==> src/hw/rtl/lpf_pkg.sv <==
// ----------------------------------------------------------------------------
// lpf_pkg: shared types and constants of the lidar point filter
// Coordinate and counter widths, drop reason codes, register indexes, the
// configuration bundle and the word format of the front-to-back queue.
// ----------------------------------------------------------------------------
package lpf_pkg;

  // Widths
  localparam int COORD_BITS = 19;
  localparam int COUNT_BITS = 24;
  localparam int RANGE_BITS = COORD_BITS - 1;
  localparam int DIFF_BITS  = COORD_BITS + 1;
  localparam int SQ_BITS    = 2 * DIFF_BITS;
  localparam int SUM_BITS   = SQ_BITS + 2;
  localparam int LIM_BITS   = 2 * RANGE_BITS;
  localparam int OFF_BITS   = 35;
  localparam int TIME_BITS  = 36;

  // Configuration port
  localparam int DATA_BITS    = 64;
  localparam int ADDR_BITS    = 6;
  localparam int REG_IDX_BITS = 3;

  // Front-to-back queue
  localparam int QUEUE_DEPTH = 4;
  localparam int QPTR_BITS   = $clog2(QUEUE_DEPTH);
  localparam int QCNT_BITS   = QPTR_BITS + 1;

  // Saturation limit of the counters
  localparam logic [COUNT_BITS-1:0] COUNT_MAX = {COUNT_BITS{1'b1}};

  // Timestamp offset clamp, +/- 2^33 ns
  localparam logic signed [63:0] OFF_LIMIT = 64'sd8589934592;

  // Drop reasons
  localparam logic [2:0] REASON_KEPT    = 3'd0;
  localparam logic [2:0] REASON_INVALID = 3'd1;
  localparam logic [2:0] REASON_NULL    = 3'd2;
  localparam logic [2:0] REASON_RANGE   = 3'd3;
  localparam logic [2:0] REASON_NOISE   = 3'd4;

  // Noise check
  localparam logic [1:0] NOISE_MASK      = 2'b11;
  localparam logic [2:0] NOISE_OFF_LIMIT = 3'd3;
  localparam logic [2:0] NOISE_RESET     = 3'd4;

  // Register indexes
  localparam logic [REG_IDX_BITS-1:0] REG_NULL_X      = 3'd0;
  localparam logic [REG_IDX_BITS-1:0] REG_NULL_Y      = 3'd1;
  localparam logic [REG_IDX_BITS-1:0] REG_NULL_Z      = 3'd2;
  localparam logic [REG_IDX_BITS-1:0] REG_NULL_RADIUS = 3'd3;
  localparam logic [REG_IDX_BITS-1:0] REG_MIN_RANGE   = 3'd4;
  localparam logic [REG_IDX_BITS-1:0] REG_MAX_RANGE   = 3'd5;
  localparam logic [REG_IDX_BITS-1:0] REG_NOISE       = 3'd6;
  localparam logic [REG_IDX_BITS-1:0] REG_TIME_OFFSET = 3'd7;

  typedef struct packed {
    logic signed [COORD_BITS-1:0] null_x;
    logic signed [COORD_BITS-1:0] null_y;
    logic signed [COORD_BITS-1:0] null_z;
    logic [RANGE_BITS-1:0]        sphere_radius;
    logic [RANGE_BITS-1:0]        range_floor;
    logic [RANGE_BITS-1:0]        range_ceil;
    logic [2:0]                   noise_threshold;
    logic signed [63:0]           frame_time_offset;
  } cfg_t;

  // One classified point as it waits in the queue
  typedef struct packed {
    logic [2:0]            reason;
    logic                  first;
    logic [COORD_BITS-1:0] x;
    logic [COORD_BITS-1:0] y;
    logic [COORD_BITS-1:0] z;
    logic [7:0]            refl;
    logic [7:0]            tag;
    logic [7:0]            ring;
    logic [31:0]           rel_time;
  } queue_word_t;

  // Queue status toward the front and the back
  typedef struct packed {
    logic full;
    logic empty;
  } queue_status_t;

endpackage

==> src/hw/rtl/lpf_back.sv <==
// ----------------------------------------------------------------------------
// lpf_back: frame counters and result output register
// Pops one classified word per cycle unless the queue is empty or the output
// stalls; updates per-frame seen and kept counts, holds the result till taken.
// ----------------------------------------------------------------------------
module lpf_back (
  input  logic                                clk,
  input  logic                                rst,
  input  lpf_pkg::queue_status_t              q_status,
  input  lpf_pkg::queue_word_t                head_word,
  output logic                                pop,
  output logic                                result_valid,
  input  logic                                result_ready,
  output logic [2:0]                          drop_reason,
  output logic signed [lpf_pkg::COORD_BITS-1:0] out_x,
  output logic signed [lpf_pkg::COORD_BITS-1:0] out_y,
  output logic signed [lpf_pkg::COORD_BITS-1:0] out_z,
  output logic [7:0]                          intensity,
  output logic signed [31:0]                  rel_time_ns,
  output logic [7:0]                          ring,
  output logic [7:0]                          out_tag,
  output logic [lpf_pkg::COUNT_BITS-1:0]      points_seen,
  output logic [lpf_pkg::COUNT_BITS-1:0]      points_kept
);

  localparam int KB = lpf_pkg::COUNT_BITS;

  logic          load;
  logic [KB-1:0] seen_base, kept_base, seen_next, kept_next;

  // Load the output register whenever it is free or being emptied
  assign load = !q_status.empty && (!result_valid || result_ready);
  assign pop  = load;

  // Frame start clears, counts saturate at all ones
  always_comb begin
    seen_base = head_word.first ? '0 : points_seen;
    kept_base = head_word.first ? '0 : points_kept;
    seen_next = (seen_base == lpf_pkg::COUNT_MAX) ? seen_base : seen_base + KB'(1);
    if (head_word.reason == lpf_pkg::REASON_KEPT && kept_base != lpf_pkg::COUNT_MAX) begin
      kept_next = kept_base + KB'(1);
    end else begin
      kept_next = kept_base;
    end
  end

  // Counters, which double as the count fields of the result
  always_ff @(posedge clk) begin
    if (rst) begin
      result_valid <= 1'b0;
      points_seen  <= '0;
      points_kept  <= '0;
    end else begin
      if (load) begin
        result_valid <= 1'b1;
        points_seen  <= seen_next;
        points_kept  <= kept_next;
      end else if (result_ready) begin
        result_valid <= 1'b0;
      end
    end
  end

  // Result payload
  always_ff @(posedge clk) begin
    if (load) begin
      drop_reason <= head_word.reason;
      out_x       <= head_word.x;
      out_y       <= head_word.y;
      out_z       <= head_word.z;
      intensity   <= head_word.refl;
      rel_time_ns <= head_word.rel_time;
      ring        <= head_word.ring;
      out_tag     <= head_word.tag;
    end
  end

endmodule

==> config.mk <==
export PLATFORM = sky130hd
export DESIGN_NAME = lpf_back
export DESIGN_NICKNAME = d
export VERILOG_FILES = /design/src/hw/rtl/lpf_pkg.sv /design/src/hw/rtl/lpf_back.sv
export SDC_FILE = /design/constraint.sdc
export NUM_CORES = 1
export LEC_CHECK = 0
export BUFFER_PORTS_ARGS = -buffer_cell sky130_fd_sc_hd__buf_4
export CAP_MARGIN = 15
export CELL_PAD_IN_SITES_DETAIL_PLACEMENT = 1
export CELL_PAD_IN_SITES_GLOBAL_PLACEMENT = 1
export CORE_UTILIZATION = 30
export DETAILED_ROUTE_END_ITERATION = 7
export HOLD_SLACK_MARGIN = 0.02
export PLACE_DENSITY = 0.74
export SYNTH_ARGS = -nofsm -noshare
export SYNTH_HDL_FRONTEND = slang
export SYNTH_SLANG_ARGS = --single-unit
export TNS_END_PERCENT = 5
==> constraint.sdc <==
create_clock -name clk -period 6.1 [get_ports clk]
set_input_delay 1.22 -clock clk [delete_from_list [all_inputs] [get_ports clk]]
set_output_delay 1.22 -clock clk [all_outputs]
set_load 0.05 [all_outputs]
==> results of run 1 <==
## routing by layer
metal / vias up / track usage
li1: 2385 / -
met1: 2489 / 0.206
met2: 189 / 0.333
met3: 21 / 0.0537
met4: 0 / 0.0588
met5: - / 0
## sequential cells by signal (all words and copies together) (netlist names)
name / flops
result_valid: 1
out_x: 19
ring: 8
intensity: 8
points_kept: 24
out_y: 19
rel_time_ns: 32
points_seen: 24
out_z: 19
drop_reason: 3
out_tag: 8
## synth_stat cells (all sizes together) (9+ instances only)
cell	n	area, sq um
nand4	17	113
and3	10	62.6
nor2	21	78.8
nand2	56	210
nor3	9	50.1
clkbuf	19	71.3
nand3	22	110
edfxtp	116	3480
xor2	10	87.6
a21oi	23	119
dfxtp	49	981
## through the flow
stage / instance area [sq um] / utilization / setup WS [ns] / std cells
2_1_floorplan: 6390 / - / 0.770 / 476
3_3_place_gp: 8780 / 0.419 / 2.03 / 1013
3_5_place_dp: 8780 / 0.419 / 1.97 / 1013
5_1_grt: 9380 / 0.448 / 1.98 / 1045
4_1_cts: 9380 / 0.448 / 2.14 / 1045
6_report: 9380 / 0.448 / 2.11 / 1045
## layout make-up
type | count | area share
multi-input combinational | 278 | 0.189
clock inverter | 15 | 0.0195
inverter | 7 | 0.00307
timing repair buffer | 288 | 0.230
clock buffer | 17 | 0.0453
sequential | 165 | 0.476
tap | 275 | 0.0367
## power groups by stage
| stage | clock network (W) | registers [W] | logic [W] |
|---|---|---|---|
| 5_1_grt | 0.00115 | 0.00127 | 0.000367 |
| 2_1_floorplan | 0 | 0.00146 | 0.0000375 |
| 3_5_place_dp | 0 | 0.00130 | 0.000358 |
| 3_3_place_gp | 0 | 0.00129 | 0.000351 |
| 4_1_cts | 0.00111 | 0.00127 | 0.000358 |
| 6_report | 0.00107 | 0.00127 | 0.000355 |
## cells in the final DEF, fill, tap and decap left out, types with 4 or more instances in the layout
| cell type | instances |
|---|---|
| nor2_1 | 21 |
| a21oi_1 | 22 |
| o211ai_1 | 8 |
| mux2i_1 | 5 |
| a211o_1 | 7 |
| xnor2_1 | 6 |
| and4b_1 | 4 |
| or4_1 | 5 |
| xor2_1 | 10 |
| o21ai_0 | 4 |
| buf_4 | 288 |
| nor3_1 | 8 |
| nand4_1 | 16 |
| inv_1 | 6 |
| dfxtp_1 | 49 |
| edfxtp_1 | 116 |
| nor2b_1 | 4 |
| and3_1 | 10 |
| nand3_1 | 22 |
| clkbuf_16 | 17 |
| inv_8 | 4 |
| and4_1 | 6 |
| nand2_1 | 56 |
| clkinv_8 | 6 |
| and2_1 | 4 |
| a2111oi_0 | 6 |
| o311ai_0 | 4 |
## critical path: cells and delay by family
kind | cells | cell delay (ns)
simple gates | 2 | 0.56
buf+inv | 3 | 0.94
## cell families (layout without fill, tap and decap cells)
logic type | after synthesis | in the layout | share of synthesized area
and+or+nand+nor | 176 | 176 | 0.152
DFF | 165 | 165 | 0.699
AOI/OAI and AO/OA | 77 | 77 | 0.0885
buffers and inverters | 33 | 327 | 0.0231
xor gates and xnor gates | 16 | 16 | 0.0219
muxes | 7 | 7 | 0.0114
adders and majority gates | 2 | 2 | 0.00392
## path summary, 6_finish.rpt
check	end	cells past startpoint	startpoint	slack, ns
worst max-delay path	pop	5	result_ready	2.11
worst min register to register	points_seen[4]	2	points_seen[4]	0.50
worst max register to register	points_seen[9]	7	result_valid	3.05
worst min-delay path	points_seen[4]	2	points_seen[4]	0.50
==> impl_results.md, run 1 <==
* DR iter-0 viols at 157
* Total net switching power at 0.000777 W
* Flop pwr share at 0.470
* Hold Crit Class: register to register
* Largest net degree at the start of global routing at 82
* Met3 wire len at 1500 um
* Register bit total from synthesis at 165
* CP startpoint kind: input port
* CP endpoint kind: output pin
* Num rows at 53
* Yosys cell types at 61
* Clock sinks at 165
* # setup viols final at 0
* Clock Latency Late Sink at 0.42 ns
* # DRC at 0
* Grt ovf at 0
* Post-DR wirelength/cell at 19.6 um
* Global-route wire length before repair at 30300 um
* Die Span X at 148 um
* Initial core utilization at 0.305
* Vias in the first global route at 5024
* Commonest register cell after synthesis: edfxtp_1
* CTS resizes at 0
* Post-Syn Nets at 600
* Syn Std Cell Area at 6390 sq um
* WL met2 at 10600 um
* Fillers at 2245
* Synth warn at 0
* I/O Buffers at 286
* Post-synth EDFFs at 116
* Die ar. at 21900 sq um
* Cell-internal power at 0.00192 W
* Layout cell share with drive strength beyond 1 at 0.438
* Mean Syn Cell Area at 13.4 sq um
* Clock Pin Slew Worst Setup and Hold Paths at 0.07 ns
* Highest metal used: met4
* Worst rel slew slack at 0.306
* Post-route ant nets at 0
* Chip height at 148 um
* GR Util All Layers at 0.184
* CTS Hold Bufs at 0
* Comb pwr share at 0.131
* Worst path slowest cell: inv_4
* Max-cap violations at 0
* Status: finished clean
* IO Pins at 288
* DRT Wirelength at 20500 um
* Final worst path period share at 0.654
* Post-route setup TNS at 0 ns
* RSZ-0062 raised after global routing: no
* Crit path largest cell delay at 0.56 ns
* DR pass1 iterations at 4
* Wl on met1 at 8020 um
* Max Clk Rate at 251 MHz
* Worst-Margin Slew at 1.04 ns
* Nets at 881
* H-tree Lvls at 4
* Worst hold slack at 0.498 ns
* Max clock buf depth at 2
* Area of the multi-input gates at 1780 sq um
* Initial antenna violation count at 0
* Post-CTS Setup Bufs at 0
* Post-synthesis cell count at 476
* Most frequent CP cell: buf_4
* Vias/cell at 4.87
* Root Driver: clkbuf_16
* Min Tclk post-route at 3.99 ns
* CTS tree: done
* WP data required at 4.88 ns
* Ant diodes at 0
* Sw Ratio at 0.288
* Clk pwr share at 0.398
* Clock Skew at 0.0154 ns
* PD cells at 288 nW/um^2
* Critical-path cell list: buf_4 -> nand2b_1 -> nand2_1 -> inv_4 -> buf_4
* Register area at 4460 sq um
* Total power at 0.00270 W
* Final slew viol count at 0
* Fin. Hold Viols at 0
* HPWL Detailed at 15000 um
* Critical path peak fanout at 45
* Register area share after synthesis at 0.699
* Peak VDD IR at 0.153 mV
* Vias at 5084
* Core area at 21000 sq um
* Final Wtd Congestion at 0.819
* Area grow syn2layout at 46.9%
* Crit path kind: input port to output pin
* Ys async rst share at 0
* Arrival time at the worst endpoint at 2.77 ns
* Leakage at 3.71 nW
* Number of CTS-inserted buffers at 17
(Power assumes the default switching activity.)
==> run 2, diff against run 1 <==
==> constraint.sdc (replaced) <==
create_clock -name clk -period 3.7 [get_ports clk]
set_input_delay 0.74 -clock clk [delete_from_list [all_inputs] [get_ports clk]]
set_output_delay 0.74 -clock clk [all_outputs]
set_load 0.05 [all_outputs]
==> impl_results.md, run 2 (synthesized netlist as in run 1, its figures left out) <==
* Final Wtd Congestion at 0.792
* WP data required at 3.98 ns
* Fin cells at 1050
* Min Tclk post-route at 2.71 ns
* Global-route wire length before repair at 30500 um
* Grt ovf at 0
* Clock Latency Late Sink at 0.42 ns
* CTS resizes at 0
* Highest-count cells in the layout ignoring fill and taps: 293 x buf_4, 116 x edfxtp_1, 56 x nand2_1, 49 x dfxtp_1
* Post-DR wirelength/cell at 19.8 um
* Cell-internal power at 0.00316 W
* Max Clk Rate at 369 MHz
* Clk pwr share at 0.393
* Fillers at 2265
* Status: finished clean
* Dpl cells at 1018
* Layout cell share with drive strength beyond 1 at 0.440
* Commonest non-fill, non-tap cell in the layout: buf_4
* IO Pins at 288
* Vias in the first global route at 5040
* Biggest regs: rel_time_ns x32, points_kept x24, points_seen x24
* HPWL Detailed at 15400 um
* Final worst path period share at 0.732
* Max clock buf depth at 2
* Clock sinks at 165
* Area grow syn2layout at 46.9%
* Comb pwr share at 0.133
* Hold Crit Class: input port to register
* Fin. Hold Viols at 0
* DR pass1 iterations at 4
* Root Driver: clkbuf_16
* Clock Pin Slew Worst Setup and Hold Paths at 0.07 ns
* Clock Skew at 0.00937 ns
* Num rows at 53
* RSZ-0062 raised after global routing: no
* Number of CTS-inserted buffers at 17
* Sw Ratio at 0.286
* Vias/cell at 4.94
* # setup viols final at 0
* Peak VDD IR at 0.263 mV
* Max-cap violations at 0
* Arrival time at the worst endpoint at 2.99 ns
* Post-route ant nets at 0
* CTS Hold Bufs at 0
* DR iter-0 viols at 297
* GR Util All Layers at 0.186
* CTS tree: done
* Nets at 886
* Largest net degree at the start of global routing at 48
* Crit path kind: input port to register
* Worst rel slew slack at 0.527
* Chip height at 148 um
* Post-route setup TNS at 0 ns
* Die Span X at 148 um
* I/O Buffers at 286
* Core Util, Final at 0.448
* DRT Wirelength at 20800 um
* Flop pwr share at 0.474
* Final slew viol count at 0
* CP startpoint kind: input port
* Initial core utilization at 0.305
* Leakage at 3.72 nW
* Max reg flops at 32
* Register area at 4460 sq um
* Vias at 5192
* Post-CTS Setup Bufs at 0
* Worst-Margin Slew at 0.706 ns
* PD cells at 471 nW/um^2
* Initial antenna violation count at 0
* Worst hold slack at 0.486 ns
* CP endpoint kind: register
* Critical path peak fanout at 25
* Most flop-heavy register: rel_time_ns
* Area of the multi-input gates at 1780 sq um
* Total net switching power at 0.00126 W
* H-tree Lvls at 4
* Ant diodes at 0
* Die ar. at 21900 sq um
* Core area at 21000 sq um
* # DRC at 0
[run 2: worst max-delay path: stages]
cell and delay (ns):
buf_4 0.20, nor2b_1 0.24, ha_1 0.26, and3_1 0.30, and4b_4 0.41, or4b_2 0.62
nand4_1 0.11, o31ai_1 0.09
[run 2: stage by stage]
step                      total power (W)  cell area, sq um  setup slack (ns)
after floorplan                   0.00247              6390             0.546
final                             0.00442              9390             0.991
after CTS                         0.00448              9390              1.01
after global routing              0.00457              9390             0.891
after global placement            0.00272              8810             0.631
after detailed placement          0.00273              8810             0.568
[run 2: worst paths after layout]
path | end | slack [ns] | cells after the start | from
max reg2reg | points_kept[14] | 1.15 | 7 | points_kept[1]
max | points_kept[14] | 0.99 | 8 | head_word[113]
min | rel_time_ns[3] | 0.49 | 1 | head_word[3]
min reg2reg | points_seen[1] | 0.51 | 2 | points_seen[1]
[run 2: power by group through the flow]
stage / Combinational [W] / Clock [W] / Sequential (W)
finish: 0.000589 / 0.00174 / 0.00209
global route: 0.000609 / 0.00186 / 0.00210
CTS: 0.000595 / 0.00179 / 0.00209
detailed placement: 0.000594 / 0 / 0.00214
global placement: 0.000587 / 0 / 0.00213
floorplan: 0.0000620 / 0 / 0.00241
[run 2: cell type report]
| type | count | share of cell area |
|---|---|---|
| clock buffer | 17 | 0.0453 |
| inverter | 7 | 0.00307 |
| clock inverter | 15 | 0.0159 |
| multi-input combinational | 278 | 0.189 |
| timing repair buffer | 293 | 0.234 |
| sequential | 165 | 0.476 |
| tap | 275 | 0.0367 |
[run 2: per-layer routing]
| layer | wire length (um) | vias to the layer above | part of all wire | GRT usage |
|---|---|---|---|---|
| met4 | 488 | 0 | 0.024 | 0.0727 |
| li1 | - | 2411 | - | - |
| met1 | 8300 | 2554 | 0.40 | 0.218 |
| met2 | 10600 | 202 | 0.51 | 0.324 |
| met3 | 1390 | 25 | 0.067 | 0.0500 |
| met5 | 0 | - | 0 | 0 |
==> run 3, diff against run 2 <==
==> constraint.sdc (replaced) <==
create_clock -name clk -period 2.5 [get_ports clk]
set_input_delay 0.5 -clock clk [delete_from_list [all_inputs] [get_ports clk]]
set_output_delay 0.5 -clock clk [all_outputs]
set_load 0.05 [all_outputs]
==> impl_results.md, run 3 (synthesized netlist as in run 1, its figures left out) <==
* Status: finished clean
* Core area at 21000 sq um
* Total power at 0.00656 W
* Post-route ant nets at 0
* Area of the multi-input gates at 1800 sq um
* DR iter-0 viols at 310
* Die ar. at 21900 sq um
* I/O Buffers at 286
* HPWL Detailed at 16800 um
* Largest net degree at the start of global routing at 60
* Clock Skew at 0.0113 ns
* Ant diodes at 0
* Final Wtd Congestion at 0.810
* Critical-path cell list: nor2b_1 -> ha_1 -> and3_4 -> and4b_4 -> or4b_2 -> nand4_1 -> o31ai_1
* # DRC at 0
* Final worst path period share at 0.911
* Clock sinks at 165
* Nets at 926
* Peak VDD IR at 0.408 mV
* Register area at 4460 sq um
* Worst rel slew slack at 0.619
* Die Span X at 148 um
* CP endpoint kind: register
* CP startpoint kind: register
* Clock Pin Slew Worst Setup and Hold Paths at 0.08 ns
* CTS Hold Bufs at 0
* Number of CTS-inserted buffers at 17
* Hold Crit Class: input port to register
* Post-CTS Setup Bufs at 0
* Root Driver: clkbuf_16
* Initial antenna violation count at 0
* Critical path peak fanout at 5
* Layout Cell Area excl Fill at 9780 sq um
* CTS tree: done
* Crit path largest cell delay at 0.63 ns
* Final slew viol count at 0
* Post-DR wirelength/cell at 20.1 um
* Highest-count cells in the layout ignoring fill and taps: 329 x buf_4, 116 x edfxtp_1, 56 x nand2_1, 49 x dfxtp_1
* Max-cap violations at 0
* Arrival time at the worst endpoint at 2.58 ns
* Buf/Inv on CP at 0
* DRT Wirelength at 21900 um
* Commonest non-fill, non-tap cell in the layout: buf_4
* Num rows at 53
* Crit-path leading delay family: simple AND/OR/NAND/NOR gates
* Chip height at 148 um
* Layout cell share with drive strength beyond 1 at 0.472
* PD cells at 671 nW/um^2
* Worst-Margin Slew at 0.570 ns
* RSZ-0062 raised after global routing: no
* DR pass1 iterations at 4
* Core Util, Final at 0.467
* Crit path kind: register to register
* Placed cell area at 9190 sq um
* Clock Latency Late Sink at 0.42 ns
* WP data required at 2.80 ns
* Max Clk Rate at 439 MHz
* IO Pins at 288
* Vias/cell at 4.87
* Leakage at 3.94 nW
* CTS resizes at 0
* Global-route wire length before repair at 32000 um
* Grt ovf at 0
* Vias in the first global route at 5340
* Area grow syn2layout at 53.0%
* Fillers at 2280
* Min Tclk post-route at 2.28 ns
* Fin. Hold Viols at 0
* Most flop-heavy register: rel_time_ns
* Worst path slowest cell: or4b_2
* # setup viols final at 0
* GR Util All Layers at 0.197
* H-tree Lvls at 4
* Initial core utilization at 0.305
* Biggest regs: rel_time_ns x32, points_kept x24, points_seen x24
* Worst hold slack at 0.246 ns
* Max reg flops at 32
* Vias at 5307
* Max clock buf depth at 2
-- run 3: changes by cell type in the layout (fill, tap and decap cells not counted), moves of 3 or more --
cell / delta
buf_4: +36
buf_12: +4
a2111oi_0: -3
a2111oi_1: +3
-- run 3: worst paths after layout --
kind / to / start / slack, ns / cells after the start
worst max-delay path: points_kept[14] / points_kept[1] / 0.22 / 7
worst min-delay path: out_y[6] / head_word[81] / 0.25 / 1
worst max register to register: points_kept[14] / points_kept[1] / 0.22 / 7
worst min register to register: points_seen[4] / points_seen[4] / 0.52 / 2
-- run 3: final cells by class --
cell class | count | area share
timing repair buffer | 333 | 0.261
inverter | 7 | 0.00320
multi-input combinational | 278 | 0.185
sequential | 165 | 0.457
clock buffer | 17 | 0.0435
tap | 275 | 0.0352
clock inverter | 15 | 0.0160
-- run 3: per-stage QoR --
| stage | worst slack [ns] | setup TNS [ns] | cells |
|---|---|---|---|
| 5_1_grt | 0.102 | 0 | 1090 |
| 2_1_floorplan | -0.00835 | -0.0104 | 476 |
| 3_3_place_gp | 0.0521 | 0 | 1058 |
| 6_report | 0.223 | 0 | 1090 |
| 4_1_cts | 0.224 | 0 | 1090 |
| 3_5_place_dp | -0.0329 | -0.0329 | 1058 |
-- run 3: per-layer routing --
| metal | up-vias | track usage | wire length [um] |
|---|---|---|---|
| met1 | 2604 | 0.223 | 8610 |
| met3 | 30 | 0.0593 | 1640 |
| li1 | 2485 | - | - |
| met5 | - | 0 | 0 |
| met2 | 188 | 0.347 | 11100 |
| met4 | 0 | 0.0768 | 545 |
-- run 3: power by group --
part           switching, W  total [W]  internal (W)
Combinational      0.000613   0.000906      0.000293
Clock               0.00122    0.00256       0.00134
Sequential        0.0000363    0.00310       0.00306
