`src/hw/rtl/lpf_pkg.sv`:
```
// ----------------------------------------------------------------------------
// lpf_pkg: shared types and constants of the lidar point filter
// Coordinate and counter widths, drop reason codes, register indexes, the
// configuration bundle and the word format of the front-to-back queue.
// ----------------------------------------------------------------------------
package lpf_pkg;

  // Widths
  localparam int COORD_BITS = 19;
  localparam int COUNT_BITS = 24;
  localparam int RANGE_BITS = COORD_BITS - 1;
  localparam int DIFF_BITS  = COORD_BITS + 1;
  localparam int SQ_BITS    = 2 * DIFF_BITS;
  localparam int SUM_BITS   = SQ_BITS + 2;
  localparam int LIM_BITS   = 2 * RANGE_BITS;
  localparam int OFF_BITS   = 35;
  localparam int TIME_BITS  = 36;

  // Configuration port
  localparam int DATA_BITS    = 64;
  localparam int ADDR_BITS    = 6;
  localparam int REG_IDX_BITS = 3;

  // Front-to-back queue
  localparam int QUEUE_DEPTH = 4;
  localparam int QPTR_BITS   = $clog2(QUEUE_DEPTH);
  localparam int QCNT_BITS   = QPTR_BITS + 1;

  // Saturation limit of the counters
  localparam logic [COUNT_BITS-1:0] COUNT_MAX = {COUNT_BITS{1'b1}};

  // Timestamp offset clamp, +/- 2^33 ns
  localparam logic signed [63:0] OFF_LIMIT = 64'sd8589934592;

  // Drop reasons
  localparam logic [2:0] REASON_KEPT    = 3'd0;
  localparam logic [2:0] REASON_INVALID = 3'd1;
  localparam logic [2:0] REASON_NULL    = 3'd2;
  localparam logic [2:0] REASON_RANGE   = 3'd3;
  localparam logic [2:0] REASON_NOISE   = 3'd4;

  // Noise check
  localparam logic [1:0] NOISE_MASK      = 2'b11;
  localparam logic [2:0] NOISE_OFF_LIMIT = 3'd3;
  localparam logic [2:0] NOISE_RESET     = 3'd4;

  // Register indexes
  localparam logic [REG_IDX_BITS-1:0] REG_NULL_X      = 3'd0;
  localparam logic [REG_IDX_BITS-1:0] REG_NULL_Y      = 3'd1;
  localparam logic [REG_IDX_BITS-1:0] REG_NULL_Z      = 3'd2;
  localparam logic [REG_IDX_BITS-1:0] REG_NULL_RADIUS = 3'd3;
  localparam logic [REG_IDX_BITS-1:0] REG_MIN_RANGE   = 3'd4;
  localparam logic [REG_IDX_BITS-1:0] REG_MAX_RANGE   = 3'd5;
  localparam logic [REG_IDX_BITS-1:0] REG_NOISE       = 3'd6;
  localparam logic [REG_IDX_BITS-1:0] REG_TIME_OFFSET = 3'd7;

  typedef struct packed {
    logic signed [COORD_BITS-1:0] null_x;
    logic signed [COORD_BITS-1:0] null_y;
    logic signed [COORD_BITS-1:0] null_z;
    logic [RANGE_BITS-1:0]        sphere_radius;
    logic [RANGE_BITS-1:0]        range_floor;
    logic [RANGE_BITS-1:0]        range_ceil;
    logic [2:0]                   noise_threshold;
    logic signed [63:0]           frame_time_offset;
  } cfg_t;

  // One classified point as it waits in the queue
  typedef struct packed {
    logic [2:0]            reason;
    logic                  first;
    logic [COORD_BITS-1:0] x;
    logic [COORD_BITS-1:0] y;
    logic [COORD_BITS-1:0] z;
    logic [7:0]            refl;
    logic [7:0]            tag;
    logic [7:0]            ring;
    logic [31:0]           rel_time;
  } queue_word_t;

  // Queue status toward the front and the back
  typedef struct packed {
    logic full;
    logic empty;
  } queue_status_t;

endpackage

```
`src/hw/rtl/lpf_queue.sv`:
```
// ----------------------------------------------------------------------------
// lpf_queue: short word queue between front and back
// Register-based FIFO, one push and one pop per cycle, head word shown
// directly at the output.
// ----------------------------------------------------------------------------
module lpf_queue (
  input  logic                   clk,
  input  logic                   rst,
  input  logic                   push,
  input  lpf_pkg::queue_word_t   push_word,
  input  logic                   pop,
  output lpf_pkg::queue_word_t   head_word,
  output lpf_pkg::queue_status_t q_status
);

  localparam int PB = lpf_pkg::QPTR_BITS;
  localparam int NB = lpf_pkg::QCNT_BITS;

  lpf_pkg::queue_word_t slots [lpf_pkg::QUEUE_DEPTH];
  logic [PB-1:0] wr_ptr, rd_ptr;
  logic [NB-1:0] count;

  // Pointers and fill level
  always_ff @(posedge clk) begin
    if (rst) begin
      wr_ptr <= '0;
      rd_ptr <= '0;
      count  <= '0;
    end else begin
      if (push) begin
        wr_ptr <= wr_ptr + PB'(1);
      end
      if (pop) begin
        rd_ptr <= rd_ptr + PB'(1);
      end
      case ({push, pop})
        2'b10:   count <= count + NB'(1);
        2'b01:   count <= count - NB'(1);
        default: count <= count;
      endcase
    end
  end

  // Storage
  always_ff @(posedge clk) begin
    if (push) begin
      slots[wr_ptr] <= push_word;
    end
  end

  assign head_word      = slots[rd_ptr];
  assign q_status.full  = (count == NB'(lpf_pkg::QUEUE_DEPTH));
  assign q_status.empty = (count == '0);

endmodule

```
`config.mk`:
```
export PLATFORM = sky130hd
export DESIGN_NAME = lpf_queue
export DESIGN_NICKNAME = d
export VERILOG_FILES = /design/src/hw/rtl/lpf_pkg.sv /design/src/hw/rtl/lpf_queue.sv
export SDC_FILE = /design/constraint.sdc
export NUM_CORES = 1
export LEC_CHECK = 0
export BUFFER_PORTS_ARGS = -buffer_cell sky130_fd_sc_hd__buf_4
export CORE_ASPECT_RATIO = 1.25
export CORE_MARGIN = 4
export CORE_UTILIZATION = 60
export CTS_BUF_LIST = sky130_fd_sc_hd__clkbuf_2
export CTS_CLUSTER_DIAMETER = 50
export DETAILED_ROUTE_END_ITERATION = 10
export PLACE_DENSITY = 0.9
export REMOVE_ABC_BUFFERS = 1
export SLEW_MARGIN = 30
export SYNTH_ARGS = -nofsm -noshare
export SYNTH_HDL_FRONTEND = slang
export SYNTH_SLANG_ARGS = --single-unit
```
`constraint.sdc`:
```
create_clock -name clk -period 6.5 [get_ports clk]
set_input_delay 0.65 -clock clk [delete_from_list [all_inputs] [get_ports clk]]
set_output_delay 0.65 -clock clk [all_outputs]
set_load 0.05 [all_outputs]
```
==> impl_metrics.csv, run 1 <==
group,metric,value,unit
run_status,status,"finished, final reports clean",
yosys,synthSimpleGateAreaFrac,0.4417,%
yosys,synth_area_leaders,"edfxtp_1 (81%), mux4_2 (15%), dfxtp_1 (1.0%)",
cells_and_area,drive_gt1_share,44.96,%
power,p_leak,7.580,nW
setup_path,critical_path_arrival,3390,ps
setup_path,endpoint_kind,"primary output",
yosys,synth_xor_area_share,0.2535,%
yosys,ys_ff_latch,477,
setup_path,critPathLaunchType,"flop",
placement,gp_congestion,0.7248,
cells_and_area,area_delta_synth_final,25.37,%
timing,fin_crit,4042,ps
yosys,yosysTopAreaCellShare,81.34,%
hold_path,hold_path_class,"in2reg",
yosys,yosys.area_share.adder,0.4779,%
floorplanning,placementRows,69,
yosys,synth-async-reset-ratio,0,%
setup_path,cp_max_fo,63,
route,drc,0,
clocking,h-tree-depth,3,
cells_and_area,stdcell_area,21660,µm²
timing,finClkSkew,56.86,ps
cells_and_area,fill_cells,1405,
floorplanning,core,28400,µm²
global_routing,antenna_found_initial,3,
hold_path,holdCritStartpoint,"push_word[12]",
yosys,synthFlopType,"edfxtp_1",
placement,port_buffers,239,
yosys,synth_seq_area_share,82.38,%
yosys,synth_enable_flop_cells,468,
global_routing,track_usage,23.09,%
cells_and_area,finalNetCount,1234,
yosys,syn-cell-area,17280,µm²
timing,maxSlewViolCount,0,
yosys,synth.mux.area_fraction,15.31,%
cells_and_area,final-seq-area,14240,µm²
timing,fmax,0.2474,GHz
run,drv_cap,0,
yosys,synthCells,658,
clocking,path_clk_slew,130,ps
floorplanning,initial_core_util,60.83,%
placement,placed_area,19480,µm²
floorplanning,dieArea,31590,µm²
timing,fin_tns_setup,0,ps
yosys,syn_area_per_cell,26.26,µm²
yosys,synth_top_family_by_area,"multiplexers",
timing,period_share,62.18,%
clocking,clock_latency,930,ps
floorplanning,ios,240,
floorplanning,die_w,159.8,µm
route,drtPass1Iterations,7,
timing,rsz0062_at_grt,"no",
global_routing,grt_start_max_net_pins,118,
timing,maxSlewHeadroom,37.87,%
floorplanning,die_y,197.7,µm
placement,dp_hpwl,19460,µm
cells_and_area,multiInputGateArea,2873,µm²
timing,finalSetupViolCount,0,
clocking,cts_sinks,477,
route,num_vias,8753,
timing,worstMarginPinSlew,932.0,ps
power,vdd_drop_max,0.2128,mV
clocking,cts_tree,"yes",
yosys,yosysTopAreaCell,"edfxtp_1",
clocking,numCtsBuffers,105,
setup_path,r2r_start,"wr_ptr[0]$_SDFFE_PP0P_",
power,power.density,300.3,nW/µm²
route,drt_iter0_drc,591,
timing,hold_viol,0,
yosys,synth.distinct_cells,21,
clocking,cts-root-buf,"clkbuf_2",
global_routing,grt_pass1_wl,55210,µm
setup_path,path_class,"reg2out",
route,route.antenna.remaining_nets,0,
route,wl,35840,µm
global_routing,grt_pass1_vias,9663,
yosys,synth.most_common_cell,"edfxtp_1",
setup_path,worstPathRequired,5850,ps
route,viasPerCell,5.684,
yosys,yosys_warnings,0,
yosys,synth-compound-area-share,0.08690,%
clocking,cts.path.max_buffers,3,
global_routing,overflow,0,
yosys,synth.top_cells.by_count,"edfxtp_1 (468), mux4_2 (117), buf_2 (13), dfxtp_1 (9)",
route,wl_per_cell,23.27,µm
==> path summary, 6_finish.rpt <==
check                                               to  slack, ps  cells after the start
worst max register to register  slots[0][24]$_DFFE_PP_       3850                      4
worst min-delay path            slots[1][12]$_DFFE_PP_        450                      2
worst max-delay path                     head_word[88]       2460                      3
worst min register to register  rd_ptr[1]$_SDFFE_PP0P_        560                      2
==> metrics by stage <==
step	total power, mW	std cells	hold WS (ps)	worst slack (ps)	utilization, %
floorplan	4.382	631	460.8	119.0	-
finish	6.504	1540	447.1	2458	76.26
CTS	6.529	1535	365.5	2309	76.12
global route	6.800	1540	321.3	2200	76.26
global placement	4.694	1231	487.8	3345	68.42
detailed placement	4.723	1233	515.8	3368	68.58
==> where the power goes <==
| part | internal [mW] | total [mW] | switching (mW) |
|---|---|---|---|
| Clock | 0.678 | 1.79 | 1.11 |
| Sequential | 3.53 | 3.58 | 0.0486 |
| Combinational | 0.421 | 1.14 | 0.719 |
==> routing by layer <==
layer / share of wire (%) / global-route usage (%) / vias up / routed length [µm]
met5: 0 / 0 / - / 0
met1: 36 / 28.32 / 4499 / 12950
met4: 3.3 / 10.11 / 0 / 1184
li1: - / - / 3799 / -
met3: 7.1 / 6.267 / 73 / 2560
met2: 53 / 39.37 / 382 / 19140
==> placed cells by master, fill, tap and decap left out, drive strengths merged <==
cell type and count:
xnor2 2, dfxtp 9, buf 248, nor3 1, clkinv 35, bufinv 2
dlygate4sd3 121, clkbuf 143, o21ai 1, inv 7, xor2 3, edfxtp 468
a21oi 2, fa 1, mux4 117, nor2 8, and2 4, and3 1
diode 4, nand2 1, or3 1, mux2i 1, ha 5
==> what timing repair did <==
| action | in CTS | in global routing |
|---|---|---|
| resized for setup | 0 | 0 |
| hold endpoints to repair | 477 | 0 |
| hold buffers | 121 | 0 |
| setup buffers | 0 | 0 |
==> cell type report <==
type | count | share of cell area [%]
inverter | 6 | 0.1040
clock inverter | 38 | 0.9820
multi-input combinational | 148 | 13.26
antenna | 4 | 0.04621
clock buffer | 143 | 3.304
timing repair buffer | 369 | 14.50
sequential | 477 | 65.75
tap | 355 | 2.051
==> registers in the layout, indices dropped and copies added, names as in the netlist, named ones only <==
name and cells:
slots 468, count 3, rd_ptr 2, wr_ptr 2
==> worst max-delay path, stage by stage (launching register included) <==
cell and delay, ps:
dfxtp_4 870, buf_4 810, mux4_2 450, buf_4 210
==> logic make-up (layout without fill, tap and decap cells) <==
family / Yosys count / after routing
compound gates: 3 / 3
fa+ha+maj: 6 / 6
mux: 118 / 118
simple gates: 16 / 16
buf+inv: 33 / 556
flops: 477 / 477
other cells: 0 / 4
xor+xnor: 5 / 5
(Power assumes the default switching activity.)
==> inputs of run 2 (changes only) <==
--- a/config.mk
+++ b/config.mk
@@ -5,14 +5,15 @@
 export SDC_FILE = /design/constraint.sdc
 export NUM_CORES = 1
 export LEC_CHECK = 0
+export ABC_AREA = 1
 export BUFFER_PORTS_ARGS = -buffer_cell sky130_fd_sc_hd__buf_4
 export CORE_ASPECT_RATIO = 1.25
 export CORE_MARGIN = 4
-export CORE_UTILIZATION = 60
+export CORE_UTILIZATION = 59
 export CTS_BUF_LIST = sky130_fd_sc_hd__clkbuf_2
 export CTS_CLUSTER_DIAMETER = 50
 export DETAILED_ROUTE_END_ITERATION = 10
-export PLACE_DENSITY = 0.9
+export PLACE_DENSITY = 0.88
 export REMOVE_ABC_BUFFERS = 1
 export SLEW_MARGIN = 30
 export SYNTH_ARGS = -nofsm -noshare
==> constraint.sdc (replaced) <==
create_clock -name clk -period 4.2 [get_ports clk]
set_input_delay 0.42 -clock clk [delete_from_list [all_inputs] [get_ports clk]]
set_output_delay 0.42 -clock clk [all_outputs]
set_load 0.05 [all_outputs]
==> run 2 against run 1 <==
Against the previous run:
- total power increased by 55%
- combinational power increased by 46%
- flip-flop and latch count unchanged
- design area increased by 1.5%
- area after synthesis increased by 2.8%
- clock skew increased by 11 ps
- largest power group unchanged
- highest routed layer unchanged
==> impl_metrics.csv, run 2 <==
group,metric,value,unit
run_status,status,"finished, final reports clean",
power,p_leak,7.928,nW
timing,period_share,86.92,%
clocking,path_clk_slew,120,ps
timing,fin_crit,3651,ps
route,wl,43510,µm
setup_path,cp_max_fo,83,
run,drv_cap,0,
global_routing,grt_pass1_vias,12445,
clocking,cts_sinks,477,
clocking,post-cts-setup-buffer-count,0,
power,vdd_drop_max,0.2870,mV
yosys,yosys_warnings,0,
power,combinationalPowerShare,16.6,%
global_routing,antenna_found_initial,7,
cells_and_area,final_common_cell,"edfxtp_1",
route,wl_per_cell,21.01,µm
floorplanning,die_w,163.2,µm
setup_path,path_class,"reg2out",
clocking,h-tree-depth,3,
setup_path,r2r_start,"count[0]$_SDFFE_PP0P_",
global_routing,grt_pass1_wl,66700,µm
yosys,synthFlopType,"edfxtp_1",
power,power.density,457.0,nW/µm²
yosys,synth.most_common_cell,"edfxtp_1",
route,drtPass1Iterations,5,
yosys,ys_ff_latch,477,
floorplanning,dieArea,32970,µm²
timing,fmax,0.2739,GHz
yosys,synthCells,1189,
cells_and_area,regMostFlops,"slots",
power,p_seq_share,54.6,%
power,intPower,7.081,mW
placement,port_buffers,239,
cells_and_area,area_delta_synth_final,23.80,%
power,power.switching,2.971,mW
setup_path,r2r_slack,1690,ps
timing,maxSlewViolCount,0,
setup_path,critPathLaunchType,"flop",
floorplanning,die_y,202.0,µm
timing,maxSlewHeadroom,29.08,%
yosys,synth.top_cells.by_count,"edfxtp_1 (468), nor2_1 (237), o21ai_0 (194), o22ai_1 (117), o21ai_1 (46)",
yosys,synth-async-reset-ratio,0,%
setup_path,worstPathRequired,3780,ps
hold_path,holdCritStartpoint,"push_word[82]",
cells_and_area,drive_gt1_share,24.84,%
clocking,cts-root-buf,"clkbuf_2",
cells_and_area,stdcell_area,21990,µm²
setup_path,critical_path_arrival,3230,ps
cells_and_area,final_cell_mix,"edfxtp_1 (468), buf_4 (244), nor2_1 (237)",
cells_and_area,finalNetCount,1719,
placement,gp_congestion,0.7851,
timing,finClkSkew,67.89,ps
floorplanning,ios,240,
placement,placed_area,19780,µm²
clocking,numCtsBuffers,104,
setup_path,reg2reg_depth,8,
timing,worstMarginPinSlew,1064,ps
cells_and_area,largest_reg_flops,468,
yosys,syn_area_per_cell,14.94,µm²
placement,dp.cells,1760,
timing,rsz0062_at_grt,"no",
global_routing,track_usage,26.02,%
yosys,yosysTopAreaCellShare,79.10,%
power,p_sw_share,29.55,%
timing,hold_viol,0,
yosys,synth_seq_area_share,80.11,%
route,viasPerCell,5.775,
hold_path,holdPathStages,2,
placement,dp_hpwl,21710,µm
yosys,synth_enable_flop_cells,468,
route,num_vias,11959,
yosys,synth_area_leaders,"edfxtp_1 (79%), o21ai_0 (5.5%), nor2_1 (5.0%)",
yosys,yosysTopAreaCell,"edfxtp_1",
route,drc,0,
clocking,cts.path.max_buffers,3,
timing,finalSetupViolCount,0,
yosys,syn-cell-area,17770,µm²
setup_path,endpoint_kind,"primary output",
power,power_frac_clock,28.8,%
clocking,cts_tree,"yes",
cells_and_area,stdcell_count,2071,
route,drt_iter0_drc,1132,
cells_and_area,fill_cells,1725,
floorplanning,placementRows,70,
global_routing,overflow,0,
route,route.antenna.remaining_nets,0,
cells_and_area,top_regs,"slots: 468 flops, count: 3 flops",
global_routing,grt_start_max_net_pins,235,
yosys,synth.distinct_cells,22,
floorplanning,initial_core_util,60.19,%
clocking,clock_latency,930,ps
floorplanning,core,29520,µm²
hold_path,hold_path_class,"in2reg",
[run 2: cell count changes in the layout (fill, tap and decap cells not counted), moves of 5 or more]
cell	previous run	this run
o21ai_1	0	46
inv_1	6	12
nand2_1	1	9
o22ai_1	0	117
clkinv_1	21	26
buf_12	2	7
mux4_2	117	0
o21ai_0	1	194
nor2_1	8	237
[run 2: cell families after synthesis]
kind of cell | synth area share [%]
AO/OA/AOI/OAI | 11.02
adder cells (fa/ha/maj) | 0.4648
buffers and inverters | 3.084
flip-flops | 80.11
AND/OR/NAND/NOR | 5.317
[run 2: final timing paths]
path / end
min reg2reg: flop
max reg2reg: count[2]$_SDFFE_PP0P_
max: head_word[54]
min: slots[2][82]$_DFFE_PP_
[run 2: worst max-delay path, stage by stage (launching register included)]
cell and delay [ps]:
dfxtp_4 610, buf_4 770, o21ai_0 280, o22ai_1 340, buf_4 260
[run 2: what timing repair did]
| action | 4_1_cts | 5_1_grt |
|---|---|---|
| hold endpoints to repair | 497 | 0 |
| resized for setup | 0 | 0 |
| hold buffers | 122 | 0 |
[run 2: power by group through the flow]
stage,logic (mW),clock network (mW),registers (mW)
6_report,1.67,2.89,5.49
5_1_grt,1.76,3.20,5.50
4_1_cts,1.65,2.90,5.49
3_5_place_dp,1.55,0,5.59
3_3_place_gp,1.51,0,5.58
2_1_floorplan,0.935,0,5.63
[run 2: cell type report]
cell class | instances | area [µm²] | area share [%]
multi-input cells | 618 | 2985 | 13.57
clock inverters | 42 | 277.8 | 1.263
clock buffers | 139 | 695.7 | 3.163
diodes | 8 | 20.02 | 0.09102
inverters | 18 | 86.33 | 0.3925
well taps | 396 | 495.5 | 2.253
repair buffers | 373 | 3193 | 14.52
flip-flops and latches | 477 | 14240 | 64.75
[run 2: through the flow]
stage / setup slack, ps / hold slack (ps) / total power [mW] / util [%] / setup TNS [ps]
2_1_floorplan: -1958 / 411.6 / 6.567 / - / -225960
3_3_place_gp: 1645 / 412.1 / 7.098 / 67.02 / 0
3_5_place_dp: 1611 / 421.4 / 7.144 / 67.02 / 0
4_1_cts: 481.1 / 113.1 / 10.04 / 74.45 / 0
5_1_grt: 318.8 / 134.0 / 10.46 / 74.51 / 0
6_report: 549.3 / 230.0 / 10.05 / 74.52 / 0
[run 2: routing by layer]
metal  share of wire, %  track usage [%]
met1                 36            30.45
met2                 53            46.08
met3                7.6            5.609
met4                3.3            11.48
met5                  0                0
==> inputs of run 3 (changes only) <==
--- a/config.mk
+++ b/config.mk
@@ -9,11 +9,11 @@
 export BUFFER_PORTS_ARGS = -buffer_cell sky130_fd_sc_hd__buf_4
 export CORE_ASPECT_RATIO = 1.25
 export CORE_MARGIN = 4
-export CORE_UTILIZATION = 59
+export CORE_UTILIZATION = 35
 export CTS_BUF_LIST = sky130_fd_sc_hd__clkbuf_2
 export CTS_CLUSTER_DIAMETER = 50
 export DETAILED_ROUTE_END_ITERATION = 10
-export PLACE_DENSITY = 0.88
+export PLACE_DENSITY = 0.6
 export REMOVE_ABC_BUFFERS = 1
 export SLEW_MARGIN = 30
 export SYNTH_ARGS = -nofsm -noshare
==> constraint.sdc (replaced) <==
create_clock -name clk -period 3.8 [get_ports clk]
set_input_delay 0.38 -clock clk [delete_from_list [all_inputs] [get_ports clk]]
set_output_delay 0.38 -clock clk [all_outputs]
set_load 0.05 [all_outputs]
==> run 3 against run 2 <==
Against the previous run:
- sequential power increased by 10%
- non-clock buffer count increased by 128
- total power rose by 11%
- hold slack improved by 230 ps
- count of clock-buffer cells in the layout grew 18
==> impl_metrics.csv, run 3 (synthesized netlist as in run 2, its figures left out) <==
group,metric,value,unit
floorplanning,die_w,209.5,µm
timing,finClkSkew,37.05,ps
global_routing,grt_pass1_vias,12424,
route,drc,0,
setup_path,r2r-end,"slots[2][89]$_DFFE_PP_",
placement,pre_cts_ws,1469,ps
setup_path,critPathLaunchType,"flop",
clocking,numCtsBuffers,111,
timing,fin_crit,3471,ps
cells_and_area,final_common_cell,"edfxtp_1",
timing,finalSetupViolCount,0,
floorplanning,ios,240,
floorplanning,placementRows,92,
clocking,clock_latency,1080,ps
route,num_vias,11982,
cells_and_area,finalNetCount,1854,
route,drt_iter0_drc,613,
timing,hold_viol,0,
timing,rsz0062_at_grt,"no",
clocking,h-tree-depth,3,
global_routing,track_usage,15.62,%
route,wl,43660,µm
floorplanning,initial_core_util,35.32,%
floorplanning,core,50300,µm²
cells_and_area,largest_reg_flops,468,
global_routing,grt_pass1_wl,67030,µm
power,power.density,471.4,nW/µm²
setup_path,reg2reg_depth,5,
run,drv_cap,0,
cells_and_area,final_cell_mix,"edfxtp_1 (468), buf_4 (249), dlygate4sd3_1 (243)",
placement,placed_area,20200,µm²
route,route.antenna.remaining_nets,0,
power,p_leak,8.492,nW
hold_path,hold_path_class,"reg2reg",
cells_and_area,stdcell_count,2462,
placement,dp_hpwl,23150,µm
placement,dp.cells,2029,
power,vdd_drop_max,0.2921,mV
clocking,path_clk_slew,100,ps
setup_path,path_class,"reg2out",
timing,period_share,91.34,%
setup_path,r2r_start,"wr_ptr[0]$_SDFFE_PP0P_",
clocking,cts.path.max_buffers,3,
setup_path,critical_path_arrival,3090,ps
clocking,cts-root-buf,"clkbuf_2",
global_routing,overflow,0,
cells_and_area,fill_cells,4452,
route,drtPass1Iterations,7,
floorplanning,dieArea,54450,µm²
setup_path,r2r_slack,1820,ps
placement,gp_congestion,0.7256,
cells_and_area,drive_gt1_share,23.89,%
cells_and_area,regMostFlops,"slots",
timing,fin_ws,329.2,ps
setup_path,endpoint_kind,"primary output",
route,wl_per_cell,17.73,µm
timing,maxSlewHeadroom,51.15,%
placement,port_buffers,239,
setup_path,crit_end,"head_word[114]",
timing,worstMarginPinSlew,732.8,ps
setup_path,worstPathRequired,3420,ps
global_routing,antenna_found_initial,3,
timing,maxSlewViolCount,0,
route,viasPerCell,4.867,
setup_path,cp_max_fo,138,
global_routing,grt_start_max_net_pins,139,
clocking,cts_tree,"yes",
clocking,cts_sinks,477,
cells_and_area,stdcell_area,23590,µm²
timing,fmax,0.2881,GHz
run_status,status,"finished, final reports clean",
clocking,post-cts-setup-buffer-count,0,
cells_and_area,area_delta_synth_final,32.77,%
floorplanning,die_y,259.9,µm
cells_and_area,top_regs,"slots: 468 flops, count: 3 flops",
run 3: changes by cell type in the layout (fill, tap and decap cells not counted), sizes merged:
cell         previous run  this run
bufinv                  4         2
inv                    19        20
diode                   8         4
clkbuf                139       157
clkinvlp                1         0
dlygate4sd3           122       243
clkinv                 36        25
buf                   251       258
run 3: timing repair:
item	4_1_cts	5_1_grt
endpoints found under the hold margin	683	0
gates resized for setup	0	0
hold buffers	243	0
run 3: worst min-delay path by stage:
stage                                      start                     end  cells after the start
after floorplan           rd_ptr[1]$_SDFFE_PP0P_                    flop                      1
after global placement    rd_ptr[1]$_SDFFE_PP0P_                    flop                      1
after detailed placement  rd_ptr[1]$_SDFFE_PP0P_                    flop                      1
after CTS                                   push  slots[1][15]$_DFFE_PP_                      4
after global routing                        push  slots[1][15]$_DFFE_PP_                      4
final                     rd_ptr[1]$_SDFFE_PP0P_  rd_ptr[1]$_SDFFE_PP0P_                      1
run 3: power by group:
group	switching (mW)	total, mW	leakage, nW	internal, mW
clock	1.89	3.12	0.735	1.23
combinational	1.30	1.94	3.38	0.639
sequential	0.0553	6.06	4.37	6.00
total	3.25	11.1	8.49	7.87
run 3: area by class of cell:
class / instances / area (µm²) / share of cell area, %
sequential: 477 / 14240 / 60.37
clock inverter: 29 / 165.2 / 0.7001
inverter: 18 / 97.59 / 0.4137
multi-input combinational: 618 / 2985 / 12.66
timing repair buffer: 501 / 4482 / 19.00
antenna: 4 / 10.01 / 0.04243
tap: 658 / 823.3 / 3.490
clock buffer: 157 / 785.8 / 3.331
run 3: layer usage:
metal  vias up  routed length (µm)  track usage (%)
met5         -                  13                0
met3        67                2518            4.054
met2       336               22910            27.50
met1      5940               17140            17.97
met4         2                1078            6.854
li1       5637                   -                -
run 3: critical path: stages (launching register included):
cell and delay [ps]:
dfxtp_4 620, buf_12 410, o21ai_0 200, o22ai_1 300, buf_4 270
run 3: metrics by stage:
| stage | TNS [ps] | hold WS [ps] | power, mW | util [%] |
|---|---|---|---|---|
| final | 0 | 463.6 | 11.12 | 46.90 |
| after global routing | 0 | 474.7 | 11.71 | 46.89 |
| after floorplan | -268080 | 411.6 | 7.259 | - |
| after CTS | 0 | 325.3 | 11.30 | 46.88 |
| after global placement | 0 | 417.8 | 7.906 | 40.15 |
| after detailed placement | 0 | 433.0 | 7.933 | 40.15 |
